$ cat src/rtl/core/axdr_pkg.sv
`timescale 1ns / 1ps
// ----------------------------------------------------------------------------
// axdr_pkg
// Shared types, tag codes and the tag size lookup for the A-XDR row decoder.
// ----------------------------------------------------------------------------
package axdr_pkg;

   localparam logic [7:0] MAX_FIELDS_RESET = 8'd16;
   localparam logic [7:0] STRUCT_TAG       = 8'h02;

   // tag_size codes outside the byte counts
   localparam logic [7:0] SIZE_STRING  = 8'hFF;
   localparam logic [7:0] SIZE_UNKNOWN = 8'hFE;

   // DLMS type tags
   localparam logic [7:0] TAG_NULL     = 8'h00;
   localparam logic [7:0] TAG_BOOLEAN  = 8'h03;
   localparam logic [7:0] TAG_DLONG    = 8'h05;
   localparam logic [7:0] TAG_DLONG_U  = 8'h06;
   localparam logic [7:0] TAG_OCTETS   = 8'h09;
   localparam logic [7:0] TAG_VISIBLE  = 8'h0A;
   localparam logic [7:0] TAG_UTF8     = 8'h0C;
   localparam logic [7:0] TAG_BCD      = 8'h0D;
   localparam logic [7:0] TAG_INTEGER  = 8'h0F;
   localparam logic [7:0] TAG_LONG     = 8'h10;
   localparam logic [7:0] TAG_UNSIGNED = 8'h11;
   localparam logic [7:0] TAG_LONG_U   = 8'h12;
   localparam logic [7:0] TAG_LONG64   = 8'h14;
   localparam logic [7:0] TAG_LONG64_U = 8'h15;
   localparam logic [7:0] TAG_ENUM     = 8'h16;

   typedef enum logic [1:0] {
      ST_BUSY = 2'd0,
      ST_DONE = 2'd1,
      ST_BAD  = 2'd2
   } status_type;

   typedef struct packed {
      logic [7:0] out_byte;
      logic       out_valid;
      logic       is_tag;
      logic [7:0] field_index;
      logic [7:0] row_count;
      status_type status;
   } rsp_item_type;

   // value bytes that follow a field tag
   function automatic logic [7:0] tag_size(input logic [7:0] tag);
      logic [7:0] size;
      unique case (tag)
         TAG_NULL:                                  size = 8'd0;
         TAG_BOOLEAN, TAG_BCD, TAG_INTEGER,
         TAG_UNSIGNED, TAG_ENUM:                    size = 8'd1;
         TAG_LONG, TAG_LONG_U:                      size = 8'd2;
         TAG_DLONG, TAG_DLONG_U:                    size = 8'd4;
         TAG_LONG64, TAG_LONG64_U:                  size = 8'd8;
         TAG_OCTETS, TAG_VISIBLE, TAG_UTF8:         size = SIZE_STRING;
         default:                                   size = SIZE_UNKNOWN;
      endcase
      return size;
   endfunction

endpackage

$ cat src/rtl/core/axdr_req_if.sv
`timescale 1ns / 1ps
// ----------------------------------------------------------------------------
// axdr_req_if
// Input byte channel: valid/ready handshake carrying one row byte per item.
// ----------------------------------------------------------------------------
interface axdr_req_if;
   logic       valid;
   logic       ready;
   logic [7:0] in_byte;
   logic       end_of_data;

   modport source (output valid, output in_byte, output end_of_data, input ready);
   modport sink   (input valid, input in_byte, input end_of_data, output ready);
endinterface

$ cat src/rtl/core/axdr_rsp_if.sv
`timescale 1ns / 1ps
// ----------------------------------------------------------------------------
// axdr_rsp_if
// Result channel: valid/ready handshake carrying one decoded item per byte.
// ----------------------------------------------------------------------------
interface axdr_rsp_if;
   logic       valid;
   logic       ready;
   logic [7:0] out_byte;
   logic       out_valid;
   logic       is_tag;
   logic [7:0] field_index;
   logic [7:0] row_count;
   logic [1:0] status;

   modport source (output valid, output out_byte, output out_valid, output is_tag,
                   output field_index, output row_count, output status, input ready);
   modport sink   (input valid, input out_byte, input out_valid, input is_tag,
                   input field_index, input row_count, input status, output ready);
endinterface

$ cat src/rtl/core/axdr_decode.sv
`timescale 1ns / 1ps
// ----------------------------------------------------------------------------
// axdr_decode
// Row parser state and the per-byte decision; state moves on each step.
// ----------------------------------------------------------------------------
module axdr_decode (
   input  logic                 clock,
   input  logic                 reset,
   input  logic                 step,
   input  logic [7:0]           in_byte,
   input  logic                 end_of_data,
   input  logic [7:0]           max_fields,
   output axdr_pkg::rsp_item_type result
);

   typedef enum logic [4:0] {
      PH_STAG  = 5'b00001,
      PH_COUNT = 5'b00010,
      PH_FTAG  = 5'b00100,
      PH_SLEN  = 5'b01000,
      PH_DATA  = 5'b10000   // fixed value bytes and string bytes
   } phase_type;

   phase_type  phase_ff, phase_in;
   logic [7:0] fields_left_ff, fields_left_in;
   logic [7:0] bytes_left_ff, bytes_left_in;
   logic [7:0] current_field_ff, current_field_in;
   logic [7:0] header_count_ff, header_count_in;

   logic [7:0] size;
   logic [7:0] fields_dec;
   logic [7:0] bytes_dec;
   logic       end_fld;
   axdr_pkg::status_type status;

   always_comb begin
      phase_in         = phase_ff;
      fields_left_in   = fields_left_ff;
      bytes_left_in    = bytes_left_ff;
      current_field_in = current_field_ff;
      header_count_in  = header_count_ff;
      size             = axdr_pkg::tag_size(in_byte);
      fields_dec       = fields_left_ff - 8'd1;
      bytes_dec        = bytes_left_ff - 8'd1;
      end_fld          = 1'b0;
      status           = axdr_pkg::ST_BUSY;

      result.out_byte    = in_byte;
      result.out_valid   = 1'b0;
      result.is_tag      = 1'b0;
      result.field_index = 8'd0;

      unique case (phase_ff)
         PH_STAG: begin
            header_count_in = 8'd0;
            if (in_byte != axdr_pkg::STRUCT_TAG) begin
               status = axdr_pkg::ST_BAD;
            end else begin
               phase_in = PH_COUNT;
            end
         end
         PH_COUNT: begin
            header_count_in = in_byte;
            if (in_byte > max_fields) begin
               status = axdr_pkg::ST_BAD;
            end else if (in_byte == 8'd0) begin
               status = axdr_pkg::ST_DONE;
            end else begin
               fields_left_in   = in_byte;
               current_field_in = 8'd0;
               phase_in         = PH_FTAG;
            end
         end
         PH_FTAG: begin
            result.out_valid   = 1'b1;
            result.is_tag      = 1'b1;
            result.field_index = current_field_ff;
            if (size == axdr_pkg::SIZE_UNKNOWN) begin
               status = axdr_pkg::ST_BAD;
            end else if (size == axdr_pkg::SIZE_STRING) begin
               phase_in = PH_SLEN;
            end else if (size == 8'd0) begin
               end_fld = 1'b1;
            end else begin
               bytes_left_in = size;
               phase_in      = PH_DATA;
            end
         end
         PH_SLEN: begin
            result.out_valid   = 1'b1;
            result.field_index = current_field_ff;
            if (in_byte == 8'd0) begin
               end_fld = 1'b1;
            end else begin
               bytes_left_in = in_byte;
               phase_in      = PH_DATA;
            end
         end
         PH_DATA: begin
            result.out_valid   = 1'b1;
            result.field_index = current_field_ff;
            bytes_left_in      = bytes_dec;
            end_fld            = (bytes_dec == 8'd0);
         end
         default: begin
            phase_in = PH_STAG;
         end
      endcase

      // field closed: count it off, row done when none left
      if (end_fld) begin
         fields_left_in   = fields_dec;
         current_field_in = current_field_ff + 8'd1;
         if (fields_dec == 8'd0) begin
            status = axdr_pkg::ST_DONE;
         end else begin
            phase_in = PH_FTAG;
         end
      end

      // data ran out mid-row
      if (status == axdr_pkg::ST_BUSY && end_of_data) begin
         status = axdr_pkg::ST_BAD;
      end

      if (status != axdr_pkg::ST_BUSY) begin
         phase_in         = PH_STAG;
         fields_left_in   = 8'd0;
         bytes_left_in    = 8'd0;
         current_field_in = 8'd0;
      end

      result.row_count = header_count_in;
      result.status    = status;
   end

   always_ff @(posedge clock) begin
      if (reset) begin
         phase_ff         <= PH_STAG;
         fields_left_ff   <= 8'd0;
         bytes_left_ff    <= 8'd0;
         current_field_ff <= 8'd0;
         header_count_ff  <= 8'd0;
      end else if (step) begin
         phase_ff         <= phase_in;
         fields_left_ff   <= fields_left_in;
         bytes_left_ff    <= bytes_left_in;
         current_field_ff <= current_field_in;
         header_count_ff  <= header_count_in;
      end
   end

   a_end_restarts: assert property (@(posedge clock) disable iff (reset)
      step && result.status != axdr_pkg::ST_BUSY |=>
         phase_ff == PH_STAG && fields_left_ff == 8'd0 && current_field_ff == 8'd0)
      else $error("row end did not return to structure tag");

   a_count_limit: assert property (@(posedge clock) disable iff (reset)
      step && phase_ff == PH_COUNT && in_byte > max_fields |->
         result.status == axdr_pkg::ST_BAD)
      else $error("count over limit not flagged");

   a_end_of_data: assert property (@(posedge clock) disable iff (reset)
      step && end_of_data |-> result.status != axdr_pkg::ST_BUSY)
      else $error("end of data left row in progress");

   a_tag_is_field: assert property (@(posedge clock) disable iff (reset)
      result.is_tag |-> result.out_valid && phase_ff == PH_FTAG)
      else $error("tag flag outside field tag phase");

endmodule

$ cat src/rtl/core/axdr_row_decoder_top.sv
`timescale 1ns / 1ps
// An accepted item is held in the input register, then moves to the output register once
// the output slot frees up. Throughput: one byte per cycle unless rsp ready stalls;
// req ready follows rsp ready in the same cycle once full. The parser state update is
// the registered loop that sets the rate. Reset (synchronous, active high) empties both
// registers, returns the parser to the structure tag and sets max_fields to 16.
// ----------------------------------------------------------------------------
// axdr_row_decoder_top
// A-XDR profile row decoder: byte stream in, one classified item out per byte.
// ----------------------------------------------------------------------------
module axdr_row_decoder_top (
   input  logic             clock,
   input  logic             reset,
   axdr_req_if.sink         req_ch,
   axdr_rsp_if.source       rsp_ch,
   input  logic             csr_wr_en,
   input  logic [7:0]       csr_wr_data
);

   // max_fields register; to be written only while idle, which the block does not enforce
   logic [7:0] max_fields_ff;

   // input register
   logic       in_full_ff, in_full_in;
   logic [7:0] in_byte_ff;
   logic       in_last_ff;

   // output register
   logic                   out_full_ff, out_full_in;
   axdr_pkg::rsp_item_type out_item_ff;

   axdr_pkg::rsp_item_type result;
   logic                   advance;
   logic                   req_take;

   // item moves from input to output register when the output slot frees up
   assign advance  = in_full_ff && (!out_full_ff || rsp_ch.ready);
   assign req_ch.ready = !in_full_ff || advance;
   assign req_take = req_ch.valid && req_ch.ready;

   always_comb begin
      in_full_in = in_full_ff;
      if (req_take) begin
         in_full_in = 1'b1;
      end else if (advance) begin
         in_full_in = 1'b0;
      end
      out_full_in = out_full_ff;
      if (advance) begin
         out_full_in = 1'b1;
      end else if (rsp_ch.ready) begin
         out_full_in = 1'b0;
      end
   end

   always_ff @(posedge clock) begin
      if (reset) begin
         max_fields_ff <= axdr_pkg::MAX_FIELDS_RESET;
         in_full_ff    <= 1'b0;
         out_full_ff   <= 1'b0;
      end else begin
         if (csr_wr_en) begin
            max_fields_ff <= csr_wr_data;
         end
         in_full_ff  <= in_full_in;
         out_full_ff <= out_full_in;
      end
   end

   // payload registers, no reset
   always_ff @(posedge clock) begin
      if (req_take) begin
         in_byte_ff <= req_ch.in_byte;
         in_last_ff <= req_ch.end_of_data;
      end
      if (advance) begin
         out_item_ff <= result;
      end
   end

   axdr_decode u_decode (
      .clock       (clock),
      .reset       (reset),
      .step        (advance),
      .in_byte     (in_byte_ff),
      .end_of_data (in_last_ff),
      .max_fields  (max_fields_ff),
      .result      (result)
   );

   assign rsp_ch.valid       = out_full_ff;
   assign rsp_ch.out_byte    = out_item_ff.out_byte;
   assign rsp_ch.out_valid   = out_item_ff.out_valid;
   assign rsp_ch.is_tag      = out_item_ff.is_tag;
   assign rsp_ch.field_index = out_item_ff.field_index;
   assign rsp_ch.row_count   = out_item_ff.row_count;
   assign rsp_ch.status      = out_item_ff.status;

   a_stall_blocks: assert property (@(posedge clock) disable iff (reset)
      in_full_ff && out_full_ff && !rsp_ch.ready |-> !req_ch.ready)
      else $error("input taken while both registers full and stalled");

   a_advance_fills: assert property (@(posedge clock) disable iff (reset)
      advance |=> out_full_ff)
      else $error("advanced item did not reach output register");

endmodule
$ cat src/flat_wrapper.sv
// flat-port wrapper written by rule: the top's interface ports become plain ports
module axdr_row_decoder_top_flat 
  (clock, reset, csr_wr_en, csr_wr_data, req_ch_valid, req_ch_in_byte, req_ch_end_of_data, req_ch_ready, rsp_ch_valid, rsp_ch_out_byte, rsp_ch_out_valid, rsp_ch_is_tag, rsp_ch_field_index, rsp_ch_row_count, rsp_ch_status, rsp_ch_ready);
  axdr_req_if req_ch_i ();
  axdr_rsp_if rsp_ch_i ();
  input  logic clock;
  input  logic reset;
  input  logic csr_wr_en;
  input  logic [7:0] csr_wr_data;
  input wire logic [$bits(req_ch_i.valid)-1:0] req_ch_valid;
  input wire logic [$bits(req_ch_i.in_byte)-1:0] req_ch_in_byte;
  input wire logic [$bits(req_ch_i.end_of_data)-1:0] req_ch_end_of_data;
  output wire logic [$bits(req_ch_i.ready)-1:0] req_ch_ready;
  output wire logic [$bits(rsp_ch_i.valid)-1:0] rsp_ch_valid;
  output wire logic [$bits(rsp_ch_i.out_byte)-1:0] rsp_ch_out_byte;
  output wire logic [$bits(rsp_ch_i.out_valid)-1:0] rsp_ch_out_valid;
  output wire logic [$bits(rsp_ch_i.is_tag)-1:0] rsp_ch_is_tag;
  output wire logic [$bits(rsp_ch_i.field_index)-1:0] rsp_ch_field_index;
  output wire logic [$bits(rsp_ch_i.row_count)-1:0] rsp_ch_row_count;
  output wire logic [$bits(rsp_ch_i.status)-1:0] rsp_ch_status;
  input wire logic [$bits(rsp_ch_i.ready)-1:0] rsp_ch_ready;
  assign req_ch_i.valid = req_ch_valid;
  assign req_ch_i.in_byte = req_ch_in_byte;
  assign req_ch_i.end_of_data = req_ch_end_of_data;
  assign req_ch_ready = req_ch_i.ready;
  assign rsp_ch_valid = rsp_ch_i.valid;
  assign rsp_ch_out_byte = rsp_ch_i.out_byte;
  assign rsp_ch_out_valid = rsp_ch_i.out_valid;
  assign rsp_ch_is_tag = rsp_ch_i.is_tag;
  assign rsp_ch_field_index = rsp_ch_i.field_index;
  assign rsp_ch_row_count = rsp_ch_i.row_count;
  assign rsp_ch_status = rsp_ch_i.status;
  assign rsp_ch_i.ready = rsp_ch_ready;
  axdr_row_decoder_top u_core (.clock(clock), .reset(reset), .req_ch(req_ch_i), .rsp_ch(rsp_ch_i), .csr_wr_en(csr_wr_en), .csr_wr_data(csr_wr_data));
endmodule
$ cat config.mk
export PLATFORM = sky130hd
export DESIGN_NAME = axdr_row_decoder_top_flat
export DESIGN_NICKNAME = d
export VERILOG_FILES = /design/src/rtl/core/axdr_pkg.sv /design/src/rtl/core/axdr_req_if.sv /design/src/rtl/core/axdr_rsp_if.sv /design/src/rtl/core/axdr_decode.sv /design/src/rtl/core/axdr_row_decoder_top.sv /design/src/flat_wrapper.sv
export SDC_FILE = /design/constraint.sdc
export NUM_CORES = 1
export LEC_CHECK = 0
export ABC_CLOCK_PERIOD_IN_PS = 6300
export BUFFER_PORTS_ARGS = -buffer_cell sky130_fd_sc_hd__buf_4
export CAP_MARGIN = 10
export CORE_ASPECT_RATIO = 0.9
export CORE_MARGIN = 3
export CORE_UTILIZATION = 63
export DETAILED_ROUTE_END_ITERATION = 10
export HOLD_SLACK_MARGIN = 0.15
export PLACE_DENSITY = 0.93
export SETUP_SLACK_MARGIN = 0.1
export SLEW_MARGIN = 30
export SYNTH_ARGS = -nofsm -noshare
export SYNTH_HDL_FRONTEND = slang
export SYNTH_SLANG_ARGS = --single-unit
$ cat constraint.sdc
create_clock -name clock -period 6.3 [get_ports clock]
set_clock_uncertainty 0.05 [all_clocks]
set_input_delay 0 -clock clock [delete_from_list [all_inputs] [get_ports clock]]
set_output_delay 0 -clock clock [all_outputs]
set_load 0.02 [all_outputs]
Word-level counts from Yosys, hierarchy flattened
Memories as Yosys holds them, arrays and structs flattened. A register that Yosys moved wholly into a read port is not among the register bits.
Cells that the tools add are included.
Operators by class
  $add $sub $neg: 3
  $lt $le $gt $ge: 1
  eq/ne operators: 14
  mux-type cells: 48
  reductions and logical operators: 21
Operator list (number)
  $mux W8: 15
  $mux W5: 11
  $logic_not A8 Y1: 4
  $pmux W5 S5: 1
  $pmux W8 S3: 1
  $eq A8 B8 Y1 const B: 2
  $pmux W8 S2: 1
  $sub A8 B1 Y8 const B: 2
  $mux W2: 6
  $ne A3 B3 Y1 const B: 4
  $mux W1: 11
  $add A8 B1 Y8 const B: 1
  $gt A8 B8 Y1: 1
  $ne A8 B2 Y1 const B: 1
  $ne A3 B2 Y1 const B: 2
  $pmux W2 S3: 1
  $reduce_and A6 Y1: 1
  $reduce_bool A2 Y1: 3
  $eq A5 B1 Y1 const B: 1
  $eq A5 B2 Y1 const B: 1
  $eq A5 B3 Y1 const B: 1
  $eq A5 B4 Y1 const B: 1
  $eq A5 B5 Y1 const B: 1
  $reduce_and A4 Y1: 1
  other kinds (9): 13
Storage, ports and cells
  register bits after elaboration: 84
  ROM bits: 256
  bits of input ports: 22
  output and inout port bits: 30
  word-level logic and storage cells: 104
  memories kept: 1
Memories
  (name not given): words 32, bits a word 8, read ports 1, clocked after Yosys merged registers in 1, write ports 0, RTL line axdr_pkg.sv:50  | unique case (tag)

Longest topological paths before layout
  word-level depth: 14
  gate-level depth with buffers: 10

Cells and area by module
Synthesis repeated with hierarchy kept, for this count alone.
Second synthesis, totals
  cell total of the unflattened synthesis: 459
  area, all modules: 4441.8 um^2
Modules (own cells, without submodules)
  axdr_decode: times used 1, cells each 386, area an instance 2956.6 um^2
  axdr_row_decoder_top: times used 1, cells each 73, area an instance 1485.2 um^2

Worst setup path before layout
OpenSTA, ideal clock, no wires.
  path type: register to register
  start: register u_core.out_full_ff (netlist: u_core.rsp_ch.valid)
  end: register (tool-made name)
  arrival: 2.253 ns
  data required time: 6.117 ns
  slack: 3.864 ns
  stages on the path, launching flop included: 9
  buffers on the path: 0
  period minus slack after synthesis: 2.436 ns
  path through: dfxtp_1 nand3b_1 nand2_1 mux2i_1 inv_1 ha_1 xor2_1 o21ai_0 a21oi_1
RTL lines
  start: declaration: RTL line axdr_row_decoder_top.sv:29  | logic out_full_ff, out_full_in;
  start signal: assignment: RTL line axdr_row_decoder_top.sv:66  | out_full_ff <= out_full_in;

Worst setup path after layout
  start: register u_core.in_byte_ff[3]
  end: register u_core.u_decode.fields_left_ff[3]
Between the ends
  word-level cells in the longest chain between the ends: 12
  elaborated cells on any way between the ends: 24
  classes of those cells: order compare (1); eq/ne (3); mux (14); reduce/logical (6)
Ends and longest elaborated chain
  start: declaration: RTL line axdr_row_decoder_top.sv:25  | logic [7:0] in_byte_ff;
  start signal: assignment: RTL line axdr_row_decoder_top.sv:73  | in_byte_ff <= req_ch.in_byte;
  branches (longest 12 deep; another with $gt A8 B8 Y1)
  end signal: assignment: RTL line axdr_decode.sv:146  | fields_left_ff <= fields_left_in;
  end: declaration: RTL line axdr_decode.sv:25  | logic [7:0] fields_left_ff, fields_left_in;
Parallel ways; which one is timed is not known. The select of a mux whose other input is x is not followed.
A chain may end at the register's enable or synchronous reset.

==> impl_metrics.yaml <==
min_path:
  min-delay-path-class: "in2reg"
sta:
  period_share: 0.500
  slew_viol_final: 0
  grt_setup_unrepaired: "false"
  finalHoldViolations: 0
  timing.fmax_ghz: 0.318
  tightest_slew_ps: 843
  period_needed_ps: 3150
  final-setup-viol-count: 0
  finalSetupTns_ps: 0
  maxSlewHeadroom: 0.422
layout:
  syn_to_final_growth_pct: 21.6
  fillers: 365
  stdcell_count: 646
  drive_above_1_share: 0.157
  fin_nets: 589
critical_path:
  endpoint_kind: "register"
  startpoint_type: "register"
  crit_required_ps: 6530
  cp_max_fo: 10
  arrival_ps: 3380
  crit_type: "reg2reg"
detailed_routing:
  top_layer: "met4"
  wl_per_cell_um: 23.0
  wl_met3_um: 1580
  drt_iter0_markers: 525
  wirelength_um: 14900
  ant_nets: 0
  drc_errors: 0
  viasPerCell: 6.82
  first_pass_iters: 6
  dr_wl_met2_um: 6900
  vias: 4406
  wl_met1_um: 5530
cts:
  insertion_delay_ps: 380
  htree_levels: 3
  root_buffer: "clkbuf_8"
  cts_buffer_depth: 2
  cts_tree: "done"
  post_cts_resized: 0
  clk_pin_slew_worst_paths_ps: 100
  cts_buffers: 9
  cts_sinks: 89
floorplanning:
  dieArea_mm2: 0.00841
  num_io_pins: 52
  die_h_um: 87.3
  die_width_um: 96.3
  fp-row-count: 28
  core_area_mm2: 0.00683
  initial_core_util: 0.677
outcome:
  status: "finished, final reports clean"
yosys:
  ys_ff_latch: 89
  synth-main-ff-cell: "dfxtp_1"
  synthArstFlopShare: 0
  synth_fp_nets: 507
  synth_edf_count: 37
  syn_avg_cell_area_um2: 9.89
  netlist_instances: 468
  syn_area_mm2: 0.00463
  synth_cell_types: 71
  synth.yosys.seq_area_share: 0.465
  yosysWarnings: 0
global_routing:
  grt_usage: 0.370
  grt.overflow.total: 0
  grt_pass1_wl_um: 23100
  grt_max_degree: 39
  grt_pass1_vias: 4259
  antenna_found_initial: 1
place:
  io_buffers: 51
  dp_hpwl_um: 8630
  finalWeightedCongestion: 0.952
  dp_cells: 591
power:
  power.density_mw_per_mm2: 216
  peakVddDrop_uv: 192
  leakagePower_nw: 2.26
run:
  cap_violations: 0
[final cells by class]
class | instances | area [um^2] | area share
antenna | 1 | 2.50 | 0.000445
clock buffer | 10 | 128 | 0.0227
clock inverter | 6 | 68.8 | 0.0122
inverter | 31 | 116 | 0.0207
multi-input combinational | 329 | 2270 | 0.404
sequential | 89 | 2150 | 0.383
tap | 90 | 113 | 0.0200
timing repair buffer | 90 | 771 | 0.137
[sequential cells by signal, indices dropped and copies added, names as in the netlist, 2 cells and up, named ones only]
name / cells
u_core.in_byte_ff: 8
u_core.max_fields_ff: 8
u_core.rsp_ch.field_index: 8
u_core.rsp_ch.out_byte: 8
u_core.rsp_ch.row_count: 8
u_core.u_decode.bytes_left_ff: 8
u_core.u_decode.current_field_ff: 8
u_core.u_decode.fields_left_ff: 8
u_core.u_decode.header_count_ff: 8
u_core.u_decode.phase_ff: 5
u_core.rsp_ch.status: 2
[synthesized netlist by cell type, types with 12 or more instances]
library cell / instances / area, um^2
dfxtp_1: 52 / 1040
nor2_1: 46 / 173
edfxtp_1: 37 / 1110
nand2_1: 34 / 128
inv_1: 30 / 113
nor3_1: 23 / 115
a21oi_1: 19 / 95.1
ha_1: 17 / 213
mux2i_1: 15 / 150
o22ai_1: 15 / 93.8
and2_1: 12 / 75.1
clkbuf_1: 12 / 45.0
[kinds of logic after synthesis]
| family | Yosys count | share of synthesized area |
|---|---|---|
| buffers and inverters | 50 | 0.0435 |
| muxes | 16 | 0.0349 |
| xor gates and xnor gates | 9 | 0.0170 |
| and+or+nand+nor | 181 | 0.217 |
| adders and majority gates | 17 | 0.0460 |
| DFF | 89 | 0.465 |
| AOI/OAI and AO/OA | 106 | 0.177 |
[worst max-delay path, stage by stage, from the launching register on]
cell	delay, ps
edfxtp_1	610
ha_1	450
nand4_1	230
nor2_1	120
o22ai_1	680
a2bb2oi_4	340
nand4_2	330
o221ai_1	250
[layer usage]
metal | vias to the layer above | track usage
li1 | 1905 | -
met1 | 2044 | 0.455
met2 | 368 | 0.589
met3 | 89 | 0.101
met4 | 0 | 0.197
met5 | - | 0
[power by group]
part / total (mW) / leakage (nW) / switching (mW) / internal (mW)
Combinational: 0.162 / 1.39 / 0.0943 / 0.0681
Clock: 0.408 / 0.0969 / 0.222 / 0.186
Sequential: 0.646 / 0.772 / 0.0227 / 0.623
Total: 1.22 / 2.26 / 0.339 / 0.877
[placed cells by master, fill, tap and decap left out, types with 6 or more instances in the layout]
cell,Yosys,routed
a21oi_1,19,19
a22o_1,10,10
and2_1,12,12
buf_4,1,52
clkbuf_8,0,9
dfxtp_1,52,52
dlygate4sd3_1,0,38
edfxtp_1,37,37
ha_1,17,17
inv_1,30,30
mux2i_1,15,15
nand2_1,34,34
nand3_1,11,11
nand4_1,8,8
nor2_1,46,46
nor3_1,23,23
nor4_1,8,8
o21ai_0,11,11
o22ai_1,15,15
o2bb2ai_1,7,7
or3_1,6,6
xnor2_1,7,7
[path summary, 6_finish.rpt]
| path | start | end | slack [ps] | cells after the start |
|---|---|---|---|---|
| setup / recovery | u_core.in_byte_ff[3]$_DFFE_PP_ | u_core.u_decode.fields_left_ff[3]$_SDFFE_PP0P_ | 3150 | 7 |
| setup reg to reg | u_core.in_byte_ff[3]$_DFFE_PP_ | u_core.u_decode.fields_left_ff[3]$_SDFFE_PP0P_ | 3150 | 7 |
| hold reg to reg | u_core.u_decode.current_field_ff[7]$_SDFFE_PP0P_ | u_core.u_decode.current_field_ff[7]$_SDFFE_PP0P_ | 450 | 2 |
| hold / removal | req_ch_in_byte[6] | u_core.in_byte_ff[6]$_DFFE_PP_ | 300 | 2 |
[per-stage QoR]
step	hold slack [ps]	instance area [um^2]	util	power [mW]	worst slack, ps
floorplan	48.9	4630	-	0.730	3860
global placement	130	5040	0.738	0.771	3540
detailed placement	130	5040	0.738	0.778	3400
CTS	286	5620	0.823	1.18	3340
global route	320	5620	0.823	1.24	3080
finish	302	5620	0.823	1.22	3150
[what timing repair did]
action	4_1_cts	5_1_grt
endpoints found under the hold margin	35	0
setup buffers	0	0
hold buffers	38	0
(Power assumes the default switching activity.)
